`config.mk`:
```
export PLATFORM = sky130hd
export DESIGN_NAME = stove_fire_alarm_monitor_top
export DESIGN_NICKNAME = d
export VERILOG_FILES = /design/src/rtl/sfam_pkg.sv /design/src/rtl/stove_fire_alarm_monitor_top.sv /design/src/rtl/sfam_cfg.sv /design/src/rtl/sfam_step.sv
export SDC_FILE = /design/constraint.sdc
export NUM_CORES = 1
export LEC_CHECK = 0
export BUFFER_PORTS_ARGS = -buffer_cell sky130_fd_sc_hd__buf_4
export CORE_MARGIN = 4
export CORE_UTILIZATION = 56
export CTS_CLUSTER_DIAMETER = 30
export DETAILED_ROUTE_END_ITERATION = 12
export HOLD_SLACK_MARGIN = 0.05
export PLACE_DENSITY = 0.86
export SETUP_SLACK_MARGIN = 0.15
export SLEW_MARGIN = 20
export SYNTH_ARGS = -nofsm -noshare
export SYNTH_HDL_FRONTEND = slang
export SYNTH_SLANG_ARGS = --single-unit
```
`constraint.sdc`:
```
create_clock -name clk -period 5.19 [get_ports clk]
set_clock_uncertainty 0.05 [all_clocks]
set_input_delay 0.2595 -clock clk [delete_from_list [all_inputs] [get_ports clk]]
set_output_delay 0.2595 -clock clk [all_outputs]
set_load 0.03 [all_outputs]
```
`src/rtl/sfam_pkg.sv`:
```
`timescale 1ns / 1ps
// Shared types and constants for the stove fire alarm monitor.
package sfam_pkg;

    // Field widths
    localparam int TEMP_W   = 15;
    localparam int OFFSET_W = 11;
    localparam int TIME_W   = 32;
    localparam int MODE_W   = 2;
    localparam int BEEP_W   = 2;
    // Width used for all temperature comparisons (sum plus hysteresis headroom)
    localparam int CMP_W    = 17;

    // Configuration port
    localparam int CFG_IDX_W  = 3;
    localparam int CFG_DATA_W = 15;

    typedef enum logic [CFG_IDX_W-1:0] {
        CFG_FIRE_ON_LEVEL  = 3'd0,
        CFG_ALARM_LEVEL    = 3'd1,
        CFG_COLD_LEVEL     = 3'd2,
        CFG_TEMP_OFFSET    = 3'd3,
        CFG_OVERHEAT_LEVEL = 3'd4
    } cfg_idx_t;

    // Reset values of the configuration registers
    localparam logic signed [TEMP_W-1:0]   FIRE_ON_RST  = 15'sd800;
    localparam logic signed [TEMP_W-1:0]   ALARM_RST    = 15'sd800;
    localparam logic signed [TEMP_W-1:0]   COLD_RST     = 15'sd400;
    localparam logic signed [OFFSET_W-1:0] OFFSET_RST   = -11'sd50;
    localparam logic signed [TEMP_W-1:0]   OVERHEAT_RST = 15'sd1700;

    // Saturation limits of the corrected temperature output
    localparam logic signed [CMP_W-1:0] SAT_MAX = 17'sd16383;
    localparam logic signed [CMP_W-1:0] SAT_MIN = -17'sd16384;

    // Stove state, one-hot
    typedef enum logic [2:0] {
        MODE_OFF   = 3'b001,
        MODE_BURN  = 3'b010,
        MODE_ALERT = 3'b100
    } mode_t;

    // Reported mode codes
    localparam logic [MODE_W-1:0] MODE_CODE_OFF   = 2'd0;
    localparam logic [MODE_W-1:0] MODE_CODE_BURN  = 2'd1;
    localparam logic [MODE_W-1:0] MODE_CODE_ALERT = 2'd2;

    // Beep counts
    localparam logic [BEEP_W-1:0] BEEPS_NONE   = 2'd0;
    localparam logic [BEEP_W-1:0] BEEPS_SINGLE = 2'd1;
    localparam logic [BEEP_W-1:0] BEEPS_DOUBLE = 2'd2;

    typedef struct packed {
        logic signed [TEMP_W-1:0]   fire_on_level;
        logic signed [TEMP_W-1:0]   alarm_level;
        logic signed [TEMP_W-1:0]   cold_level;
        logic signed [OFFSET_W-1:0] temp_offset;
        logic signed [TEMP_W-1:0]   overheat_level;
    } cfg_t;

    typedef struct packed {
        mode_t             mode;
        logic [TIME_W-1:0] last_overheat_ms;
        logic [TIME_W-1:0] last_beep_ms;
    } state_t;

    // Result item; the last member sits in the lowest bits
    typedef struct packed {
        logic                     cold_sound;
        logic [BEEP_W-1:0]        alert_beeps;
        logic                     fire_start_sound;
        logic                     overheat_sound;
        logic signed [TEMP_W-1:0] corrected_temp;
        logic [MODE_W-1:0]        stove_mode;
    } result_t;

    localparam int RES_W      = $bits(result_t);
    localparam int IN_TDATA_W  = 48;
    localparam int OUT_TDATA_W = 24;

endpackage

```
`src/rtl/stove_fire_alarm_monitor_top.sv`:
```
`timescale 1ns / 1ps
// Top level of the stove fire alarm monitor: input register, step logic, result register.
// A request waits in the input register; its result is then held in the result register.
// Throughput: one request per cycle while m_axis_tready keeps the result register free;
// the step logic is a single pass of adds and compares.
// Reset: configuration registers return to their defaults, the stove is off,
// both timestamps are zero and the pipeline is empty.
module stove_fire_alarm_monitor_top #(
    parameter int REPEAT_MS       = 60000,
    parameter int EXIT_HYSTERESIS = 20
) (
    input  logic                                clk,
    input  logic                                rst_n,
    // s_axis_tdata: raw_temp[14:0], now_ms[46:15], zero pad[47]
    input  logic                                s_axis_tvalid,
    output logic                                s_axis_tready,
    input  logic [sfam_pkg::IN_TDATA_W-1:0]     s_axis_tdata,
    // m_axis_tdata: stove_mode[1:0], corrected_temp[16:2], overheat_sound[17],
    // fire_start_sound[18], alert_beeps[20:19], cold_sound[21], zero pad[23:22]
    output logic                                m_axis_tvalid,
    input  logic                                m_axis_tready,
    output logic [sfam_pkg::OUT_TDATA_W-1:0]    m_axis_tdata,
    input  logic                                cfg_valid,
    output logic                                cfg_ready,
    input  logic [sfam_pkg::CFG_IDX_W-1:0]      cfg_index,
    input  logic [sfam_pkg::CFG_DATA_W-1:0]     cfg_data
);

    sfam_pkg::cfg_t                     cfg;
    sfam_pkg::state_t                   state_reg;
    sfam_pkg::state_t                   state_next;
    sfam_pkg::result_t                  result;
    sfam_pkg::result_t                  out_res_reg;
    logic                               out_valid_reg;
    logic                               in_valid_reg;
    logic signed [sfam_pkg::TEMP_W-1:0] in_raw_reg;
    logic [sfam_pkg::TIME_W-1:0]        in_now_reg;
    logic                               out_free;
    logic                               advance;
    logic                               in_take;

    sfam_cfg u_cfg (
        .clk       (clk),
        .rst_n     (rst_n),
        .cfg_valid (cfg_valid),
        .cfg_ready (cfg_ready),
        .cfg_index (cfg_index),
        .cfg_data  (cfg_data),
        .cfg       (cfg)
    );

    sfam_step #(
        .REPEAT_MS       (REPEAT_MS),
        .EXIT_HYSTERESIS (EXIT_HYSTERESIS)
    ) u_step (
        .raw_temp   (in_raw_reg),
        .now_ms     (in_now_reg),
        .cfg        (cfg),
        .state      (state_reg),
        .state_next (state_next),
        .result     (result)
    );

    // Pipeline flow control
    assign out_free      = !out_valid_reg || m_axis_tready;
    assign advance       = in_valid_reg && out_free;
    assign s_axis_tready = !in_valid_reg || out_free;
    assign in_take       = s_axis_tvalid && s_axis_tready;

    // Input register
    always_ff @(posedge clk or negedge rst_n)
    begin
        if (!rst_n)
        begin
            in_valid_reg <= 1'b0;
        end
        else if (s_axis_tready)
        begin
            in_valid_reg <= s_axis_tvalid;
        end
    end

    always_ff @(posedge clk)
    begin
        if (in_take)
        begin
            in_raw_reg <= s_axis_tdata[sfam_pkg::TEMP_W-1:0];
            in_now_reg <= s_axis_tdata[sfam_pkg::TEMP_W +: sfam_pkg::TIME_W];
        end
    end

    // Stove state, updated as each request leaves the input register
    always_ff @(posedge clk or negedge rst_n)
    begin
        if (!rst_n)
        begin
            state_reg.mode             <= sfam_pkg::MODE_OFF;
            state_reg.last_overheat_ms <= '0;
            state_reg.last_beep_ms     <= '0;
        end
        else if (advance)
        begin
            state_reg <= state_next;
        end
    end

    // Result register
    always_ff @(posedge clk or negedge rst_n)
    begin
        if (!rst_n)
        begin
            out_valid_reg <= 1'b0;
        end
        else if (out_free)
        begin
            out_valid_reg <= in_valid_reg;
        end
    end

    always_ff @(posedge clk)
    begin
        if (advance)
        begin
            out_res_reg <= result;
        end
    end

    assign m_axis_tvalid = out_valid_reg;
    assign m_axis_tdata  = {(sfam_pkg::OUT_TDATA_W - sfam_pkg::RES_W)'(0), out_res_reg};

    // A request leaving the input register always lands in the result register.
    a_advance_fills: assert property (@(posedge clk) disable iff (!rst_n)
        advance |=> out_valid_reg)
        else $error("result register not filled after advance");

    // Fire start sound only goes with the burning mode.
    a_fire_mode: assert property (@(posedge clk) disable iff (!rst_n)
        (out_valid_reg && out_res_reg.fire_start_sound) |->
        (out_res_reg.stove_mode == sfam_pkg::MODE_CODE_BURN))
        else $error("fire start sound without burning mode");

    // Cold sound only goes with the off mode.
    a_cold_mode: assert property (@(posedge clk) disable iff (!rst_n)
        (out_valid_reg && out_res_reg.cold_sound) |->
        (out_res_reg.stove_mode == sfam_pkg::MODE_CODE_OFF))
        else $error("cold sound without off mode");

    // A single beep means the stove has just entered alert.
    a_single_beep: assert property (@(posedge clk) disable iff (!rst_n)
        (out_valid_reg && out_res_reg.alert_beeps == sfam_pkg::BEEPS_SINGLE) |->
        (out_res_reg.stove_mode == sfam_pkg::MODE_CODE_ALERT))
        else $error("single beep outside alert mode");

endmodule

```
`src/rtl/sfam_cfg.sv`:
```
`timescale 1ns / 1ps
// Configuration register file of the stove fire alarm monitor.
module sfam_cfg (
    input  logic                             clk,
    input  logic                             rst_n,
    input  logic                             cfg_valid,
    output logic                             cfg_ready,
    input  logic [sfam_pkg::CFG_IDX_W-1:0]   cfg_index,
    input  logic [sfam_pkg::CFG_DATA_W-1:0]  cfg_data,
    output sfam_pkg::cfg_t                   cfg
);

    sfam_pkg::cfg_t cfg_reg;

    // Writes are always taken; unknown indexes are dropped.
    assign cfg_ready = 1'b1;

    always_ff @(posedge clk or negedge rst_n)
    begin
        if (!rst_n)
        begin
            cfg_reg.fire_on_level  <= sfam_pkg::FIRE_ON_RST;
            cfg_reg.alarm_level    <= sfam_pkg::ALARM_RST;
            cfg_reg.cold_level     <= sfam_pkg::COLD_RST;
            cfg_reg.temp_offset    <= sfam_pkg::OFFSET_RST;
            cfg_reg.overheat_level <= sfam_pkg::OVERHEAT_RST;
        end
        else if (cfg_valid)
        begin
            unique case (cfg_index)
                sfam_pkg::CFG_FIRE_ON_LEVEL:
                    cfg_reg.fire_on_level <= cfg_data[sfam_pkg::TEMP_W-1:0];
                sfam_pkg::CFG_ALARM_LEVEL:
                    cfg_reg.alarm_level <= cfg_data[sfam_pkg::TEMP_W-1:0];
                sfam_pkg::CFG_COLD_LEVEL:
                    cfg_reg.cold_level <= cfg_data[sfam_pkg::TEMP_W-1:0];
                sfam_pkg::CFG_TEMP_OFFSET:
                    cfg_reg.temp_offset <= cfg_data[sfam_pkg::OFFSET_W-1:0];
                sfam_pkg::CFG_OVERHEAT_LEVEL:
                    cfg_reg.overheat_level <= cfg_data[sfam_pkg::TEMP_W-1:0];
                default:
                    cfg_reg <= cfg_reg;
            endcase
        end
    end

    assign cfg = cfg_reg;

endmodule

```
`src/rtl/sfam_step.sv`:
```
`timescale 1ns / 1ps
// Per-sample decision logic: offset correction, state update and sound flags.
module sfam_step #(
    parameter int REPEAT_MS       = 60000,
    parameter int EXIT_HYSTERESIS = 20
) (
    input  logic signed [sfam_pkg::TEMP_W-1:0] raw_temp,
    input  logic [sfam_pkg::TIME_W-1:0]        now_ms,
    input  sfam_pkg::cfg_t                     cfg,
    input  sfam_pkg::state_t                   state,
    output sfam_pkg::state_t                   state_next,
    output sfam_pkg::result_t                  result
);

    localparam logic [sfam_pkg::TIME_W-1:0] REPEAT = sfam_pkg::TIME_W'(REPEAT_MS);
    localparam logic signed [sfam_pkg::CMP_W-1:0] HYST =
        sfam_pkg::CMP_W'(EXIT_HYSTERESIS);

    logic signed [sfam_pkg::CMP_W-1:0] corr;
    logic signed [sfam_pkg::CMP_W-1:0] fire_lvl;
    logic signed [sfam_pkg::CMP_W-1:0] alarm_lvl;
    logic signed [sfam_pkg::CMP_W-1:0] exit_lvl;
    logic signed [sfam_pkg::CMP_W-1:0] cold_lvl;
    logic signed [sfam_pkg::CMP_W-1:0] oh_lvl;
    logic [sfam_pkg::TIME_W-1:0]       oh_age;
    logic [sfam_pkg::TIME_W-1:0]       beep_age;
    logic                              overheat;
    logic                              fire;
    logic                              cold;
    logic [sfam_pkg::BEEP_W-1:0]       beeps;
    logic [sfam_pkg::MODE_W-1:0]       mode_code;

    // Exact corrected sum and sign-extended thresholds
    assign corr      = sfam_pkg::CMP_W'(raw_temp) + sfam_pkg::CMP_W'(cfg.temp_offset);
    assign fire_lvl  = sfam_pkg::CMP_W'(cfg.fire_on_level);
    assign alarm_lvl = sfam_pkg::CMP_W'(cfg.alarm_level);
    assign exit_lvl  = alarm_lvl + HYST;
    assign cold_lvl  = sfam_pkg::CMP_W'(cfg.cold_level);
    assign oh_lvl    = sfam_pkg::CMP_W'(cfg.overheat_level);

    // Elapsed times, modulo 2^32
    assign oh_age   = now_ms - state.last_overheat_ms;
    assign beep_age = now_ms - state.last_beep_ms;

    // Rate-limited overheat announcement, in every mode
    assign overheat = (corr > oh_lvl) && (oh_age > REPEAT);

    // Mode machine
    always_comb
    begin
        state_next = state;
        fire  = 1'b0;
        cold  = 1'b0;
        beeps = sfam_pkg::BEEPS_NONE;
        if (overheat)
        begin
            state_next.last_overheat_ms = now_ms;
        end
        unique case (state.mode)
            sfam_pkg::MODE_BURN:
            begin
                if (corr < alarm_lvl)
                begin
                    state_next.mode         = sfam_pkg::MODE_ALERT;
                    state_next.last_beep_ms = now_ms;
                    beeps                   = sfam_pkg::BEEPS_SINGLE;
                end
            end
            sfam_pkg::MODE_ALERT:
            begin
                if (beep_age > REPEAT)
                begin
                    state_next.last_beep_ms = now_ms;
                    beeps                   = sfam_pkg::BEEPS_DOUBLE;
                end
                if (corr > exit_lvl)
                begin
                    state_next.mode = sfam_pkg::MODE_BURN;
                end
                else if (corr < cold_lvl)
                begin
                    state_next.mode = sfam_pkg::MODE_OFF;
                    cold            = 1'b1;
                end
            end
            default:
            begin
                // Off, and any unexpected encoding, behave as off.
                state_next.mode = sfam_pkg::MODE_OFF;
                if (corr > fire_lvl)
                begin
                    state_next.mode = sfam_pkg::MODE_BURN;
                    fire            = 1'b1;
                end
            end
        endcase
    end

    // Reported mode code
    always_comb
    begin
        unique case (state_next.mode)
            sfam_pkg::MODE_BURN:  mode_code = sfam_pkg::MODE_CODE_BURN;
            sfam_pkg::MODE_ALERT: mode_code = sfam_pkg::MODE_CODE_ALERT;
            default:              mode_code = sfam_pkg::MODE_CODE_OFF;
        endcase
    end

    // Result item, with the reported temperature saturated to 15 bits
    always_comb
    begin
        result.stove_mode       = mode_code;
        result.overheat_sound   = overheat;
        result.fire_start_sound = fire;
        result.alert_beeps      = beeps;
        result.cold_sound       = cold;
        if (corr > sfam_pkg::SAT_MAX)
        begin
            result.corrected_temp = sfam_pkg::SAT_MAX[sfam_pkg::TEMP_W-1:0];
        end
        else if (corr < sfam_pkg::SAT_MIN)
        begin
            result.corrected_temp = sfam_pkg::SAT_MIN[sfam_pkg::TEMP_W-1:0];
        end
        else
        begin
            result.corrected_temp = corr[sfam_pkg::TEMP_W-1:0];
        end
    end

endmodule
```
==> impl_metrics.toml <==
[clock_network]
cts.sinks = 209
cts_buffers = 48
clk_latency_ns = 0.55
clk_pin_slew_ns = 0.05
cts_buffer_depth = 3
cts_root_buf = "clkbuf_16"
cts_tree = "yes"
htree_levels = 2

[placed_design]
dp_hpwl_um = 25500
port_buffers = 93
gp_congestion = 0.968
post-place-ws_ns = -0.203
postPlaceCellArea_um2 = 15300

[final_layout]
multi_input_area_um2 = 7990
fill_cells = 1573
n_antenna_cell = 0
layout-drive-gt1-share_pct = 20.2
utilization_pct = 72.5
area_growth_pct = 25.9
final_nets = 1893
seq_area_um2 = 5600
final_area_um2 = 17800
largest_register_ffs = 71

[timing]
worstMarginPinSlew_ns = 0.941
final-setup-viol-count = 0
hold_ws_ns = 0.105
finalHoldViolCount = 0
slew_headroom_pct = 35.6
timing.fmax_mhz = 198
setup_tns_ns = 0
fin_ws_ns = 0.140
rsz0062_at_grt = "true"
drv_slew = 0
period_minus_slack_ns = 5.05
period_share_pct = 97.3

[floorplan]
initial_utilization_pct = 57.6
io_pins = 98
die-width_um = 167
dieArea_um2 = 27900
die_y_um = 167
rows = 57
coreArea_um2 = 24600

[worst_setup_path]
critPathTopFamily = "compound AO/OA/AOI/OAI gates"
slowest_delay_ns = 0.45
cp-end-kind = "flop"
cp.buffers_inverters = 3
path_max_fanout = 8
cp-start-kind = "flop"
cp.required_ns = 5.56
crit_arrival_ns = 5.42
crit_type = "flop to flop"
critPathSlowestCell = "edfxtp_1"
cpMostUsedCell = "a21oi_2"
worstPathCellList = "ha_4 > fa_2 > a21o_1 > a21oi_2 > o21bai_1 > a21oi_2 > nor2b_1 > nor2_2 > o21ai_1 > a21oi_1 > xnor2_1 > ha_1 > buf_6 > a221oi_2 > o211ai_1 > o2111a_1 > o31a_1 > o22ai_2 > nor2b_4 > buf_12 > o21ai_4 > clkbuf_16 > mux2_2"

[detailed_routing]
routed_wl_um = 40600
dr.first_iter.drc_count = 1420
routed_via_density = 6.15
drc_errors = 0
dr.pass1.iters = 6
antenna_left = 0
route.detailed.wl_per_inst_um = 19.9
vias = 12500

[yosys]
syn_avg_cell_area_um2 = 9.67
ys_async_sr_fraction_pct = 67.0
ys_ff_latch = 209
ys_seq_area_share_pct = 39.6
yosys_warnings = 0
synth_cell_types = 86
synth_edf_count = 69
synth_flop_cell = "dfrtp_1"
synth_area_um2 = 14200
postSynthCellCount = 1465

[status]
status = "completed"

[global_routing]
grt_max_degree = 91
grt_first_pass_wirelength_um = 62600
grt_usage_pct = 27.2
grt_pass1_vias = 12800
globalRouteOverflowTotal = 0
antenna_found_initial = 0

[power_and_ir_drop]
cellPowerDensity_nw_per_um2 = 632
p_leak_nw = 7.89
ir_worst_vdd_uv = 373

[job]
max_cap_violations = 0

[min_path]
hp-class = "input pin to flop"
==> cells in the mapped netlist, drive strengths merged, types with 8 or more instances <==
master | number | area share (%)
inv | 145 | 3.8
ha | 143 | 13
nand2 | 136 | 3.6
o21ai | 124 | 4.5
dfrtp | 117 | 21
a21oi | 93 | 3.3
nor2 | 87 | 2.3
mux2 | 83 | 6.6
edfxtp | 69 | 15
xnor2 | 45 | 2.8
nand3 | 24 | 0.88
a21o | 23 | 1.2
clkbuf | 23 | 0.61
dfstp | 23 | 4.3
nand2b | 21 | 0.93
nor3 | 19 | 0.67
nor2b | 18 | 0.79
a211oi | 17 | 0.94
o21a | 16 | 0.85
and2 | 13 | 0.57
o211ai | 13 | 0.69
xor2 | 13 | 0.80
buf | 11 | 0.64
nor4 | 11 | 0.49
nand4 | 10 | 0.44
a31oi | 9 | 0.44
and3 | 9 | 0.40
o21bai | 9 | 0.48
o31a | 8 | 0.49
o31ai | 8 | 0.46
==> metrics by stage <==
step / cells / total power, W
floorplan: 1466 / 0.00643
global placement: 1869 / 0.00744
detailed placement: 1869 / 0.00775
CTS: 2030 / 0.0109
global route: 2040 / 0.0119
finish: 2040 / 0.0113
==> where the power goes <==
group	total [W]	internal [W]	switching (W)
combinational	0.00577	0.00246	0.00331
clock	0.00294	0.00195	0.000992
sequential	0.00256	0.00225	0.000304
==> final timing paths <==
path                          startpoint             to  slack [ns]  cells after the start
min in group asynchronous          rst_n  u_cfg.cfg[19]        0.32                      2
min reg2reg                state_reg[40]  state_reg[40]        0.44                      1
max                        in_raw_reg[0]  state_reg[25]        0.14                     23
max reg2reg                in_raw_reg[0]  state_reg[25]        0.14                     23
min                         cfg_index[0]  u_cfg.cfg[30]        0.10                      4
max in group asynchronous          rst_n  state_reg[40]        3.53                      3
==> cell usage in the layout (no fill, tap or decap), types with 7 or more instances in the layout <==
cell and instances:
o21bai_1 9, nor2b_1 17, o21ai_0 121, xor2_1 13, clkbuf_16 52, nand2_1 135
xnor2_1 44, buf_4 117, edfxtp_1 69, dfrtp_1 117, mux2i_1 7, o2111ai_1 7
a21oi_1 91, a21o_1 23, inv_1 145, o21a_1 16, dlygate4sd3_1 66, o31a_1 8
o211ai_1 13, dfstp_2 23, nor2_1 85, a31oi_1 7, o31ai_1 7, and3_1 9
nand4_1 10, and2_1 12, clkbuf_1 10, nand2b_1 21, or3_1 7, clkinvlp_4 7
mux2_2 74, nor4_1 11, a211oi_1 16, ha_1 142, nor3_1 18, nand3_1 23
==> worst register-to-register path, cell delays in order, from the launching register on <==
cell       delay (ns)
edfxtp_1         0.45
ha_4             0.21
fa_2             0.34
a21o_1           0.18
a21oi_2          0.16
o21bai_1         0.10
a21oi_2          0.17
nor2b_1          0.08
nor2_2           0.16
o21ai_1          0.10
a21oi_1          0.22
xnor2_1          0.19
ha_1             0.31
buf_6            0.13
a221oi_2         0.26
o211ai_1         0.20
o2111a_1         0.29
o31a_1           0.28
o22ai_2          0.13
nor2b_4          0.23
buf_12           0.12
o21ai_4          0.07
clkbuf_16        0.20
mux2_2           0.28
==> layer usage <==
| metal | up-vias | part of all wire (%) | GRT usage, % | wire length, µm |
|---|---|---|---|---|
| met2 | 637 | 51 | 48.4 | 20500 |
| li1 | 5737 | - | - | - |
| met5 | - | 0 | 0 | 0 |
| met4 | 0 | 5.2 | 14.1 | 2090 |
| met3 | 167 | 7.2 | 4.93 | 2910 |
| met1 | 5996 | 37 | 31.1 | 15000 |
==> cell families (layout without fill, tap and decap cells) <==
family / count (synthesis) / in the layout / share of synthesized area (%)
AO/OA/AOI/OAI: 389 / 391 / 17.8
XOR/XNOR: 59 / 59 / 3.74
adder cells (fa/ha/maj): 152 / 152 / 13.5
buffers and inverters: 179 / 427 / 5.10
flip-flops: 209 / 209 / 39.6
multiplexers: 90 / 90 / 7.09
other: 2 / 3 / 0.0530
AND/OR/NAND/NOR: 385 / 385 / 13.2
==> repair_timing <==
action | CTS | global route
hold endpoints to repair | 193 | 0
gates cloned | 2 | 2
pin swaps | 3 | 13
buffers inserted | 3 | 8
resized for setup | 10 | 18
hold buffers | 66 | 0
setup endpoints to repair | 64 | 65
==> cell type report <==
class / count / area share [%]
multi-input cells: 1080 / 44.8
flip-flops and latches: 209 / 31.4
repair buffers: 192 / 9.50
clock buffers: 62 / 7.38
inverters: 145 / 3.05
well taps: 324 / 2.27
clock inverters: 28 / 1.59
No activity file was read; power rests on OpenSTA's default activity.
